**src/hdl/rw3d_pkg.sv**
```systemverilog
package rw3d_pkg;

    localparam int COORD_WIDTH_DEF = 40;
    localparam int FRAC_BITS_DEF   = 16;
    localparam int RAND_BITS_DEF   = 16;

    localparam int PHASE_W      = 32;
    localparam int CORDIC_ITERS = 16;
    localparam int CORDIC_IW    = 4;
    localparam int CORDIC_XY_W  = 32;
    localparam int CORDIC_Z_W   = 33;
    localparam int MUL_W        = 33;

    localparam logic signed [CORDIC_XY_W-1:0] CORDIC_GAIN = 32'sd652032874;

    localparam logic [1:0] AXIS_X = 2'd0;
    localparam logic [1:0] AXIS_Y = 2'd1;
    localparam logic [1:0] AXIS_Z = 2'd2;

    localparam logic [1:0] PART_LL = 2'd0;
    localparam logic [1:0] PART_HL = 2'd1;
    localparam logic [1:0] PART_HH = 2'd2;

    localparam logic [1:0] MUL_ST_CP = 2'd0;
    localparam logic [1:0] MUL_ST_SP = 2'd1;
    localparam logic [1:0] MUL_SQ    = 2'd2;

    localparam logic [1:0] ADD_SRC_LAT = 2'd0;
    localparam logic [1:0] ADD_SRC_XY  = 2'd1;
    localparam logic [1:0] ADD_SRC_Z   = 2'd2;

    localparam logic MODE_LATTICE   = 1'b0;
    localparam logic MODE_CONTINUUM = 1'b1;

    typedef enum logic [3:0] {
        ST_IDLE,
        ST_LAT,
        ST_COR_T,
        ST_WAIT_T,
        ST_COR_P,
        ST_WAIT_P,
        ST_MUL_X,
        ST_ADD_X,
        ST_MUL_Y,
        ST_ADD_Y,
        ST_ADD_Z,
        ST_SQ,
        ST_SQ_LAST,
        ST_ROOT,
        ST_WAIT_ROOT,
        ST_LOAD
    } state_t;

    typedef struct packed {
        logic       cor_start;
        logic       cor_sel_phi;
        logic [1:0] mul_sel;
        logic       add_en;
        logic [1:0] add_axis;
        logic [1:0] add_src;
        logic       sqrt_start;
        logic       out_load;
    } ctrl_t;

    // Arctangent of 2^-i in binary phase units (2^32 is one turn).
    function automatic logic [CORDIC_Z_W-1:0] atan_turn(input logic [CORDIC_IW-1:0] idx);
        logic [CORDIC_Z_W-1:0] val;
        case (idx)
            4'd0:    val = 33'd536870912;
            4'd1:    val = 33'd316933406;
            4'd2:    val = 33'd167458907;
            4'd3:    val = 33'd85004756;
            4'd4:    val = 33'd42667331;
            4'd5:    val = 33'd21354465;
            4'd6:    val = 33'd10679838;
            4'd7:    val = 33'd5340245;
            4'd8:    val = 33'd2670163;
            4'd9:    val = 33'd1335087;
            4'd10:   val = 33'd667544;
            4'd11:   val = 33'd333772;
            4'd12:   val = 33'd166886;
            4'd13:   val = 33'd83443;
            4'd14:   val = 33'd41722;
            4'd15:   val = 33'd20861;
            default: val = '0;
        endcase
        return val;
    endfunction

endpackage

```
**src/hdl/rw3d_mul.sv**
```systemverilog
module rw3d_mul import rw3d_pkg::*; (
    input  logic                        aclk,
    input  logic signed [MUL_W-1:0]     op_a,
    input  logic signed [MUL_W-1:0]     op_b,
    output logic signed [2*MUL_W-1:0]   prod_reg
);

    always_ff @(posedge aclk) begin
        prod_reg <= op_a * op_b;
    end

endmodule

```
**config.mk**
```make
export PLATFORM = sky130hd
export DESIGN_NAME = rw3d_mul
export DESIGN_NICKNAME = d
export VERILOG_FILES = /design/src/hdl/rw3d_pkg.sv /design/src/hdl/rw3d_mul.sv
export SDC_FILE = /design/constraint.sdc
export NUM_CORES = 2
export LEC_CHECK = 0
export ABC_AREA = 1
export BUFFER_PORTS_ARGS = -buffer_cell sky130_fd_sc_hd__buf_2
export CAP_MARGIN = 40
export CORE_ASPECT_RATIO = 1.1
export CORE_MARGIN = 4
export CORE_UTILIZATION = 70
export DETAILED_ROUTE_END_ITERATION = 10
export PLACE_DENSITY = 0.88
export RECOVER_POWER = 100
export SYNTH_ARGS = -nofsm -noshare
export SYNTH_HDL_FRONTEND = slang
export SYNTH_SLANG_ARGS = --single-unit
```
**constraint.sdc**
```tcl
create_clock -name aclk -period 19.8 [get_ports aclk]
set_input_delay 3.96 -clock aclk [delete_from_list [all_inputs] [get_ports aclk]]
set_output_delay 3.96 -clock aclk [all_outputs]
set_load 0.02 [all_outputs]
```
-- Yosys cells after proc, flatten, opt, wreduce, memory -nomap -nowiden
Cells that the tools add are included.
- bits in registers: 66
- latch bits: 0
- memory bits (writable): 0
- memory bits (read-only): 0
- bits of input ports: 67
- memories: 0
- $add $sub $neg: 0
- multipliers: 1
- div/mod/pow operators: 0
- $lt $le $gt $ge: 0
- equal/unequal tests: 0
- shift operators: 0
- muxes and demuxes: 0
- bitwise logic cells: 0
- reduce and logical (&&, ||, !) cells: 0
- operators by type and width (operator ; count):
    $mul 33x33->66 ; 1

-- Depth between registers and ports, before layout
- depth in word-level cells: 1
- mapped depth: 34
- mapped depth without buffers: 32

-- Worst setup path before layout
OpenSTA, ideal clock, no wires.
- path type: input -> register
- start: input port op_a[32]
- end: register prod_reg[60]
- arrival: 10.603 ns
- data required time: 19.687 ns
- setup slack: 9.084 ns
- stages on the path: 23
- cell sequence: clkbuf_1 -> clkbuf_1 -> nand2_1 -> inv_1 -> fa_1 -> fa_1 -> fa_1 -> fa_1 -> inv_1 -> fa_1 -> fa_1 -> fa_1 -> fa_1 -> inv_1 -> ha_1 -> nand2_1 -> nor2_1 -> inv_1 -> nor3_1 -> nand2_1 -> and2_0 -> nand4_1 -> nand2_1
- cells in the longest elaborated chain, start to end: 1
- ends and longest elaborated chain (element ; line ; source):
    from (decl) ; rw3d_mul.sv:3 ; input logic signed [MUL_W-1:0] op_a,
    $mul 33x33->66 ; rw3d_mul.sv:9 ; prod_reg <= op_a * op_b;
    to (signal assigned) ; rw3d_mul.sv:9 ;
    to (decl) ; rw3d_mul.sv:5 ; output logic signed [2*MUL_W-1:0] prod_reg
No other way between the ends.

-- Worst setup path in the final report
- start: input port op_b[0]
- end: register prod_reg[41]
- cells in the longest elaborated chain, start to end: 1
- ends and longest elaborated chain (element ; line ; source):
    from (decl) ; rw3d_mul.sv:4 ; input logic signed [MUL_W-1:0] op_b,
    $mul 33x33->66 ; rw3d_mul.sv:9 ;
No other way between the ends.

==> reports/metrics.yaml <==
layout-drive-gt1-share: 0.0248
grt_pass1_vias: 39200
synth.top_cell.area_share: 0.531
hold_path.class: "in -> reg"
nets: 6867
antenna_found_initial: 8
synthMuxAreaShare: 0
fp-row-count: 95
cp-end-kind: "flip-flop"
cts_hold_buf: 0
status: "finished with violations"
final_area_sq_um: 44300
ys_async_sr_fraction: 0
die_area_sq_um: 65700
clkTransAtPathRegs_ns: 0.07
drv_cap: 1
synth.cells.most_frequent: "inv_1, nand2_1, fa_1"
fin_cells: 6275
syn_nets: 6972
setup_tns_ns: 0
vias: 34500
viasPerCell: 5.49
dpl_cell_area_sq_um: 44100
grt_max_degree: 35
fin_crit_sh: 0.607
track_usage: 0.382
tightest_slew_ns: 1.78
dr.pass1.iters: 6
die_y_um: 268
synth_top_family_by_area: "adder cells"
wl_um: 119000
worstPathMaxFanout: 33
synth_most_common_cell: "inv_1"
fill_cells: 4476
routabilityCongestion: 1.04
ys_seq_elements: 66
arrival_ns: 12.28
io_buffers: 132
yosys.area_share.adder: 0.594
synth_area_leaders: "fa_1, inv_1, nand2_1, ha_1, dfxtp_1"
largest_register_ffs: 66
drc: 0
core-area_sq_um: 61100
tritoncts: "built"
worstPathRequired_ns: 20.05
pin_count: 133
synthFlopType: "dfxtp_1"
synth_simple_gate_area_frac: 0.166
rsz0062_at_grt: "false"
htree_num_levels: 3
cts_buffer_depth: 2
synth.distinct_cells: 35
postCtsSetupRepairBufs: 0
drt_iter0_drc: 3046
synth_top_cell_by_area: "fa_1"
yosysSeqAreaShare: 0.0306
timing.fmax_mhz: 83.1
cts.sinks: 66
grt_pass1_wl_um: 196000
wl_per_cell_um: 18.9
postRouteAntennaNets: 0
final_hold_viol_count: 0
final_max_slew_viol_count: 34
critPathKind: "in -> reg"
grt.overflow.total: 0
floorplan.initialDensity: 0.707
synth-xor-area-share: 0.00832
cts-resized-gates: 0
setup_ws_ns: 7.77
synth_edf_count: 0
start_kind: "input pin"
cts_root_buffer: "clkbuf_16"
pre_cts_ws_ns: 8.23
violations: "max-capacitance violations, max-slew violations"
numCtsBuffers: 9
yosysWarnings: 0
netlist_area_sq_um: 43200
netlist_instances: 5543
slew_headroom: -0.185
avgSynthCellArea_sq_um: 7.79
synth_compound_area_frac: 0.0138
syn_to_final_growth_pct: 2.59
fp.dieW_um: 245
hpwl_um: 97100
place_inst: 6249
fin_crit_ns: 12.03
setup_violations: 0
[kinds of logic after synthesis]
logic type	Yosys count
AND/OR/NAND/NOR	1810
XOR/XNOR	41
AO/OA/AOI/OAI	106
adder cells (fa/ha/maj)	1362
buffers and inverters	2158
flip-flops	66
[cells in the final DEF (no fill, tap or decap), types with 3 or more instances in the layout]
master	count
inv_1	1894
nand2_1	1523
fa_1	1145
ha_1	217
nor2_1	139
nand3_1	76
clkbuf_1	67
dfxtp_1	66
buf_2	65
a21oi_1	62
xor2_1	37
o21ai_0	21
nand4_1	19
o21bai_1	14
nor2_2	12
nand2_2	11
clkbuf_16	9
diode_2	8
nor3_1	7
buf_4	7
or2_2	5
buf_12	5
xnor2_1	4
nor4_1	4
a21oi_2	3
nor2_4	3
nand3b_1	3
[final cells by class]
cell class                      instances  area [sq um]  area share
Multi-Input combinational cell       3319         33700       0.760
Inverter                             1895          7110       0.161
Sequential cell                        66          1320      0.0298
Tap cell                              824          1030      0.0233
Timing Repair Buffer                  147           800      0.0181
Clock buffer                            9           225     0.00509
Clock inverter                          7           100     0.00226
Antenna cell                            8          20.0    0.000452
[worst paths after layout]
path / startpoint / end / slack [ns] / cells past startpoint
setup / recovery: op_b[0] / prod_reg[41] / 7.77 / 21
hold / removal: op_a[0] / prod_reg[0] / 4.20 / 4
[per-layer routing]
metal,routed length [um],GRT usage,share of wire
met1,37600,0.434,0.32
met4,10000,0.252,0.085
met3,12500,0.0776,0.11
met2,58800,0.660,0.49
met5,0,0,0
[stage by stage]
step           hold WS, ns   util
6_report              4.20  0.725
2_1_floorplan         4.22      -
3_3_place_gp          4.38  0.719
3_5_place_dp          4.38  0.721
5_1_grt               4.23  0.725
4_1_cts               4.17  0.727
[critical path: stages]
cell	delay, ns
clkbuf_1	1.25
nand2_1	0.29
inv_1	0.22
fa_1	0.51
fa_1	0.57
fa_1	0.95
fa_1	0.57
fa_1	0.52
fa_1	0.53
fa_1	0.50
inv_1	0.05
fa_1	0.50
inv_1	0.05
ha_1	0.46
nand2_1	0.16
nor2_2	0.18
nand2_1	0.14
nor2_1	0.33
nand3_1	0.14
nand3_1	0.15
xor2_1	0.22
Power is not shown: default switching activity piles up to over one toggle a cycle in this logic, so the estimate is an artifact.
