## config.mk

```make
export PLATFORM = sky130hd
export DESIGN_NAME = rw3d_cordic
export DESIGN_NICKNAME = d
export VERILOG_FILES = /design/src/hdl/rw3d_pkg.sv /design/src/hdl/rw3d_cordic.sv
export SDC_FILE = /design/constraint.sdc
export NUM_CORES = 1
export LEC_CHECK = 0
export BUFFER_PORTS_ARGS = -buffer_cell sky130_fd_sc_hd__buf_2
export CORE_MARGIN = 3
export CORE_UTILIZATION = 55
export CTS_BUF_LIST = sky130_fd_sc_hd__clkbuf_4 sky130_fd_sc_hd__clkbuf_8 sky130_fd_sc_hd__clkbuf_16
export DETAILED_ROUTE_END_ITERATION = 8
export PLACE_DENSITY = 0.74
export SYNTH_ARGS = -nofsm -noshare
export SYNTH_HDL_FRONTEND = slang
export SYNTH_SLANG_ARGS = --single-unit
export TNS_END_PERCENT = 1
```

## constraint.sdc

```tcl
create_clock -name aclk -period 5.79 [get_ports aclk]
set_input_delay 0.579 -clock aclk [delete_from_list [all_inputs] [get_ports aclk]]
set_output_delay 0.579 -clock aclk [all_outputs]
set_load 0.02 [all_outputs]
```

## src/hdl/rw3d_pkg.sv

```systemverilog
package rw3d_pkg;

    localparam int COORD_WIDTH_DEF = 40;
    localparam int FRAC_BITS_DEF   = 16;
    localparam int RAND_BITS_DEF   = 16;

    localparam int PHASE_W      = 32;
    localparam int CORDIC_ITERS = 16;
    localparam int CORDIC_IW    = 4;
    localparam int CORDIC_XY_W  = 32;
    localparam int CORDIC_Z_W   = 33;
    localparam int MUL_W        = 33;

    localparam logic signed [CORDIC_XY_W-1:0] CORDIC_GAIN = 32'sd652032874;

    localparam logic [1:0] AXIS_X = 2'd0;
    localparam logic [1:0] AXIS_Y = 2'd1;
    localparam logic [1:0] AXIS_Z = 2'd2;

    localparam logic [1:0] PART_LL = 2'd0;
    localparam logic [1:0] PART_HL = 2'd1;
    localparam logic [1:0] PART_HH = 2'd2;

    localparam logic [1:0] MUL_ST_CP = 2'd0;
    localparam logic [1:0] MUL_ST_SP = 2'd1;
    localparam logic [1:0] MUL_SQ    = 2'd2;

    localparam logic [1:0] ADD_SRC_LAT = 2'd0;
    localparam logic [1:0] ADD_SRC_XY  = 2'd1;
    localparam logic [1:0] ADD_SRC_Z   = 2'd2;

    localparam logic MODE_LATTICE   = 1'b0;
    localparam logic MODE_CONTINUUM = 1'b1;

    typedef enum logic [3:0] {
        ST_IDLE,
        ST_LAT,
        ST_COR_T,
        ST_WAIT_T,
        ST_COR_P,
        ST_WAIT_P,
        ST_MUL_X,
        ST_ADD_X,
        ST_MUL_Y,
        ST_ADD_Y,
        ST_ADD_Z,
        ST_SQ,
        ST_SQ_LAST,
        ST_ROOT,
        ST_WAIT_ROOT,
        ST_LOAD
    } state_t;

    typedef struct packed {
        logic       cor_start;
        logic       cor_sel_phi;
        logic [1:0] mul_sel;
        logic       add_en;
        logic [1:0] add_axis;
        logic [1:0] add_src;
        logic       sqrt_start;
        logic       out_load;
    } ctrl_t;

    // Arctangent of 2^-i in binary phase units (2^32 is one turn).
    function automatic logic [CORDIC_Z_W-1:0] atan_turn(input logic [CORDIC_IW-1:0] idx);
        logic [CORDIC_Z_W-1:0] val;
        case (idx)
            4'd0:    val = 33'd536870912;
            4'd1:    val = 33'd316933406;
            4'd2:    val = 33'd167458907;
            4'd3:    val = 33'd85004756;
            4'd4:    val = 33'd42667331;
            4'd5:    val = 33'd21354465;
            4'd6:    val = 33'd10679838;
            4'd7:    val = 33'd5340245;
            4'd8:    val = 33'd2670163;
            4'd9:    val = 33'd1335087;
            4'd10:   val = 33'd667544;
            4'd11:   val = 33'd333772;
            4'd12:   val = 33'd166886;
            4'd13:   val = 33'd83443;
            4'd14:   val = 33'd41722;
            4'd15:   val = 33'd20861;
            default: val = '0;
        endcase
        return val;
    endfunction

endpackage

```

## src/hdl/rw3d_cordic.sv

```systemverilog
module rw3d_cordic import rw3d_pkg::*; (
    input  logic                           aclk,
    input  logic                           aresetn,
    input  logic                           start,
    input  logic [PHASE_W-1:0]             phase,
    output logic                           done_reg,
    output logic signed [CORDIC_XY_W-1:0]  sin_out,
    output logic signed [CORDIC_XY_W-1:0]  cos_out
);

    logic                          busy_reg;
    logic [CORDIC_IW-1:0]          iter_reg;
    logic                          flip_reg;
    logic signed [CORDIC_XY_W-1:0] x_reg, y_reg;
    logic signed [CORDIC_XY_W-1:0] x_next, y_next;
    logic signed [CORDIC_Z_W-1:0]  z_reg, z_next;
    logic signed [CORDIC_XY_W-1:0] dx, dy;
    logic signed [CORDIC_Z_W-1:0]  atan_val;
    logic                          flip_in;
    logic [PHASE_W-1:0]            phase_adj;

    // A phase in the left half-plane is turned by half a turn; the results are negated.
    assign flip_in   = phase[PHASE_W-1] ^ phase[PHASE_W-2];
    assign phase_adj = {phase[PHASE_W-1] ^ flip_in, phase[PHASE_W-2:0]};

    assign dx       = y_reg >>> iter_reg;
    assign dy       = x_reg >>> iter_reg;
    assign atan_val = $signed(atan_turn(iter_reg));

    always_comb begin
        if (!z_reg[CORDIC_Z_W-1]) begin
            x_next = x_reg - dx;
            y_next = y_reg + dy;
            z_next = z_reg - atan_val;
        end else begin
            x_next = x_reg + dx;
            y_next = y_reg - dy;
            z_next = z_reg + atan_val;
        end
    end

    always_ff @(posedge aclk) begin
        if (!aresetn) begin
            busy_reg <= 1'b0;
            done_reg <= 1'b0;
            iter_reg <= '0;
        end else begin
            done_reg <= 1'b0;
            if (start) begin
                busy_reg <= 1'b1;
                iter_reg <= '0;
            end else if (busy_reg) begin
                iter_reg <= iter_reg + 1'b1;
                if (iter_reg == CORDIC_IW'(CORDIC_ITERS - 1)) begin
                    busy_reg <= 1'b0;
                    done_reg <= 1'b1;
                end
            end
        end
    end

    always_ff @(posedge aclk) begin
        if (start) begin
            x_reg    <= CORDIC_GAIN;
            y_reg    <= '0;
            z_reg    <= $signed({phase_adj[PHASE_W-1], phase_adj});
            flip_reg <= flip_in;
        end else if (busy_reg) begin
            x_reg <= x_next;
            y_reg <= y_next;
            z_reg <= z_next;
        end
    end

    assign sin_out = flip_reg ? -y_reg : y_reg;
    assign cos_out = flip_reg ? -x_reg : x_reg;

endmodule

```

# Word level (Yosys, flattened, before mapping)
# Memory sizes are Yosys's and may differ from the RTL's. A register that Yosys moved wholly into a read port is not among the register bits.
# Cells that the tools add are included.
[word_totals] ff_bits=104 latchBits=0 ramBits=0 mem_bits_ro=480 inputBits=35 memories=1
[classes] n_addsub=9 mul=0 div=0 magnitude_cmp=0 n_eq_ne=1 shift=2 muxes=13 bitwise_logic=4 reduce_logical=3
[memory_table] memory="(name not given)" words=16 width=30 read_ports=1 rd_clocked_by_memory_dff=1 write_ports=0 line="rw3d_pkg.sv:68" source="case (idx)"
[op_table] cell="$mux 32" count=4
[op_table] cell="$mux 33" count=3
[op_table] cell="$add 32x32->32" count=2
[op_table] cell="$neg 32->32" count=2
[op_table] cell="$sshr 32x4->32" count=2
[op_table] cell="$sub 32x32->32" count=2
[op_table] cell="$add 33x33->33" count=1
[op_table] cell="$sub 33x33->33" count=1
[op_table] cell="$mux 4" count=2
[op_table] cell="$add 4x1->4 const B" count=1
[op_table] cell="$eq 4x4->1 const B" count=1
[op_table] cell="$mux 1" count=4
[op_table] cell="$reduce_or 3->1" count=1
[op_table] cell="$not 1->1" count=2
[op_table] cell="$reduce_bool 2->1" count=1
[op_table] cell="$reduce_or 2->1" count=1
[op_table] cell="$xor 1x1->1" count=2

# Depth between registers and ports, before layout
[depth] word_depth=4 depth_mapped=31

# Worst setup path after synthesis
# No wires, ideal clock.
[synth_timing] path_kind="reg2reg" from="reg iter_reg[0]" to="reg y_reg[28]" setup_time_ns=0.122 arrival_ns=5.395 required_time_ns=5.668 slack_ns=0.273 path_stages_with_launch=29 path_buffers=4 cell_sequence="dfxtp_1 > buf_4 > inv_2 > buf_1 > clkbuf_1 > clkbuf_1 > nor2_1 > a21oi_1 > nor2_1 > a31oi_1 > nor2_1 > a21oi_1 > ha_1 > o21a_1 > o21ai_1 > nor3_1 > nand2_1 > o21a_1 > xnor2_1 > ha_1 > nand3_1 > nand2b_1 > o221a_2 > o31ai_1 > o31a_1 > a21o_1 > a41oi_1 > mux2_2 > a311o_1"
[synth_via] elab_chain_cells=3 word_cells_on_any_way=4 cone_classes="2 x add/sub; 1 x shift; 1 x mux"
[synth_rtl] item="from (decl)" line="rw3d_cordic.sv:12" source="logic [CORDIC_IW-1:0] iter_reg;"
[synth_rtl] item="from (signal assigned)" line="rw3d_cordic.sv:53" source="iter_reg <= iter_reg + 1'b1;"
[synth_rtl] item="$sshr 32x4->32 *" line="rw3d_cordic.sv:27" source="assign dy = x_reg >>> iter_reg;"
[synth_rtl] item="$add 32x32->32 or $sub 32x32->32 (tied branches)" line="rw3d_cordic.sv:33, rw3d_cordic.sv:37"
[synth_rtl] item="$mux 32 *" line="rw3d_cordic.sv:31" source="if (!z_reg[CORDIC_Z_W-1]) begin"
[synth_rtl] item="to (signal assigned)" line="rw3d_cordic.sv:70" source="y_reg <= y_next;"
[synth_rtl] item="to (decl)" line="rw3d_cordic.sv:14" source="logic signed [CORDIC_XY_W-1:0] x_reg, y_reg;"
# Mark *: on every way between the ends. The rest lies on a longest branch, timed or not.
# A chain may end at the register's enable or synchronous reset.

# Worst setup path after layout
[layout_timing] from="reg iter_reg[1]" to="reg y_reg[28]"
# The elaborated chain is that of the path after synthesis.

==> impl_results.md <==
- Commonest non-fill, non-tap cells in the layout: nand2_1 (216), a21oi_1 (173), nor2_1 (172)
- Crit share post-route: about 95%
- Top_reg_cell synth: dfxtp_1
- DRC violations left: 0
- Number of flops mapped to enable cells by yosys: 34
- DR WL met3: roughly 4800 microns
- Vias in the first global route: roughly 15k
- Mean Syn Cell Area: 8.00 sq um
- Final std cells w/o fill: around 2.6k
- Met2 wire length: 21,600 microns
- CP peak stage delay: ~550 ps
- Initial DRC count: 1,861
- Post-Syn Area: 0.0167 sq mm
- Routed WL: between 50,000 and 60,000 microns
- Async SR Flop Fraction: 0%
- First-pass GRT wire length: approximately 80,000 microns
- Min cycle time layout: about 5500 ps
- Pwr dens: ~640 mW/mm^2
- Mapped Cells: roughly 2.1k
- Maximum buffer depth of the clock tree: 2
- Drt first pass iters: 6
- Routed wire length per instance: ~20 microns
- Worst-Margin Slew: roughly 1200 ps
- Lkg Pwr: slightly below 8 nW
- Synthesized Nets: roughly 2.2k
- Max frequency: ~0.18 GHz
- CP arrival: 5810 ps
- Root Driver: clkbuf_16
- Dpl cells: ~2.5k
- Fin. max-slew vios: 0
- TritonCTS Buffers: 17
- #FFs+latches synth: between 100 and 150
- Status: finished, final reports clean
- Unique masters post-synth: slightly below 90
- Clk slew on worst S/H paths: around 70 ps
- Rel. slew slack: between 10% and 20%
- Placement Cell Area: around 0.018 sq mm
- Final Instance Area: 0.0184 sq mm
- RSZ-0062 raised after global routing: no
- Grt total ovfl: 0
- Initial antenna violation count: 1
- Crit path max fanout: 13
- Post-route ant nets: 0
- Met1 WL: roughly 24,000 microns
- Setup CP Type: reg2reg
- Die area: 0.0325 sq mm
- Register area share after synthesis: a little under a fifth
- Max-Cap Viols: 0
- Top Ports: 100
- CP Data Required Time: between 6000 and 7000 ps
- Row count: 63
- N_diodes: 0
- Crit path launch type: flip-flop
- Largest net degree at the start of global routing: between 70 and 80
- Routed via count: about 16k
- Worst-Skew Late Latency: ~440 ps
- Commonest non-fill, non-tap cell in the layout: nand2_1
- Die X: ~180 microns
- Synth warn: 0
- Cell Chain, Critical Path: buf_12 > mux4_2 > mux2_1 > mux2_2 > a31oi_2 > o21ai_1 > o21a_1 > nand2b_1 > xnor2_1 > ha_1 > a21o_1 > a21o_1 > a21oi_1 > o221a_2 > o31ai_1 > o31a_1 > a21o_1 > a41oi_1 > mux2_2 > a311o_1
- Slowest-stage cell, CP: mux4_2
- Endpoints failing setup: 0
- Critical Path End Type: flip-flop
- Clk_skew: between 10 and 15 ps
- DPL Wire Length: between 30,000 and 40,000 microns
- Core Box Area: roughly 0.030 sq mm
- Share of layout cells above drive strength 1: ~16%
- Area growth syn-to-layout: 10.1%
- Vias/cell: 6.39
- CTS tree: yes
- Hold Crit Class: in2reg
- Layout Nets: 2,299
- IR drop worst, VDD: ~0.32 mV
- Initial core utilization: 56.1%
- Final Wtd Congestion: between 0.9 and 1
- Fin. Hold Viols: 0
- Total chip power: around 12 mW
- Max Used Layer: met5
- Port buffer count: 99
- Clock Sinks: about 130
- Gr usage total: between 20% and 30%
- Setup TNS: 0 ps
- Most frequent CP cell: a21o_1
- Die height: roughly 180 microns
- Max reg flops: 33
- H-tree depth: 4
worst paths after layout:
check        cells past startpoint        start  slack [ps]         to
max                             20  iter_reg[1]         290  y_reg[28]
min                              2      aresetn         420   busy_reg
max reg2reg                     20  iter_reg[1]         290  y_reg[28]
min reg2reg                      2     x_reg[0]         620   x_reg[0]
synthesized netlist by cell type (6+ instances only):
| library cell | count | area (sq um) |
|---|---|---|
| buf_1 | 35 | 131 |
| o21ai_1 | 8 | 40.0 |
| nand3b_1 | 6 | 45.0 |
| and3_1 | 18 | 113 |
| a21oi_1 | 173 | 866 |
| o22ai_1 | 9 | 56.3 |
| nor2b_1 | 19 | 119 |
| mux2i_1 | 88 | 881 |
| nand4_1 | 16 | 100 |
| xnor2_1 | 148 | 1300 |
| mux4_2 | 61 | 1370 |
| xor2_1 | 76 | 666 |
| a31oi_1 | 17 | 106 |
| o41ai_1 | 7 | 61.3 |
| ha_1 | 114 | 1430 |
| dfxtp_1 | 100 | 2000 |
| or4_1 | 14 | 105 |
| a21o_1 | 47 | 353 |
| buf_6 | 8 | 90.1 |
| o31a_1 | 6 | 52.6 |
| o211ai_1 | 20 | 150 |
| mux2_1 | 13 | 146 |
| a211o_1 | 7 | 61.3 |
| nand3_1 | 43 | 215 |
| inv_1 | 47 | 176 |
| buf_4 | 7 | 52.6 |
| nand2b_1 | 25 | 156 |
| o21ai_0 | 142 | 711 |
| mux2_2 | 22 | 248 |
| buf_2 | 16 | 80.1 |
| o21bai_1 | 16 | 120 |
| and2_1 | 13 | 81.3 |
| o21a_1 | 22 | 165 |
| a22oi_1 | 10 | 75.1 |
| nor2_1 | 172 | 646 |
| a211oi_1 | 17 | 128 |
| clkbuf_1 | 86 | 323 |
| nand2_1 | 216 | 811 |
| or3_1 | 18 | 113 |
| o31ai_1 | 32 | 240 |
| nor4_1 | 11 | 68.8 |
| nor3_1 | 34 | 170 |
| edfxtp_1 | 34 | 1020 |
| a21boi_0 | 8 | 60.1 |
power by group:
part / switching (mW) / internal, mW
clock: 0.489 / 0.571
sequential: 0.504 / 1.27
combinational: 5.12 / 3.84
total: 6.11 / 5.68
worst max-delay path, delay by kind of cell, from the launching register on:
| family | cells | cell delay (ps) |
|---|---|---|
| AOI/OAI and AO/OA | 12 | 2470 |
| muxes | 4 | 1550 |
| DFF | 1 | 500 |
| adders and majority gates | 1 | 320 |
| xor gates and xnor gates | 1 | 190 |
| buffers and inverters | 1 | 170 |
| and+or+nand+nor | 1 | 160 |
cell families after synthesis:
| group | Yosys count | share of synthesized area [%] |
|---|---|---|
| compound gates | 590 | 22.2 |
| fa+ha+maj | 117 | 8.90 |
| flops | 134 | 18.1 |
| xor+xnor | 224 | 11.7 |
| buf+inv | 205 | 5.24 |
| mux | 184 | 15.9 |
| simple gates | 633 | 17.9 |
per-stage QoR:
| stage | setup slack (ps) | util [%] | hold WS (ps) |
|---|---|---|---|
| final | 290 | 61.7 | 419 |
| after global routing | 4.28 | 61.7 | 409 |
| after CTS | 105 | 61.2 | 406 |
| after detailed placement | 151 | 59.4 | 607 |
| after global placement | 226 | 59.4 | 568 |
| after floorplan | 273 | - | 517 |
layer usage:
metal  up-vias  track usage (%)
li1       7759                -
met1      7707             45.1
met2       738             44.3
met3        99             5.17
met4         2             7.68
met5         -                0
area by class of cell:
class / count / area, sq um
clock buffers: 18 / 439
clock inverters: 14 / 115
fillers: 2648 / 11400
inverters: 53 / 199
multi-input cells: 1748 / 12800
flip-flops and latches: 134 / 3040
well taps: 390 / 488
repair buffers: 193 / 1300
what timing repair did:
| item | in CTS | in global routing |
|---|---|---|
| gates resized for setup | 0 | 3 |
| hold buffers | 0 | 0 |
| buffers inserted | 0 | 10 |
| endpoints found under the setup margin | 0 | 11 |
Power figures use the tool's default switching activity.
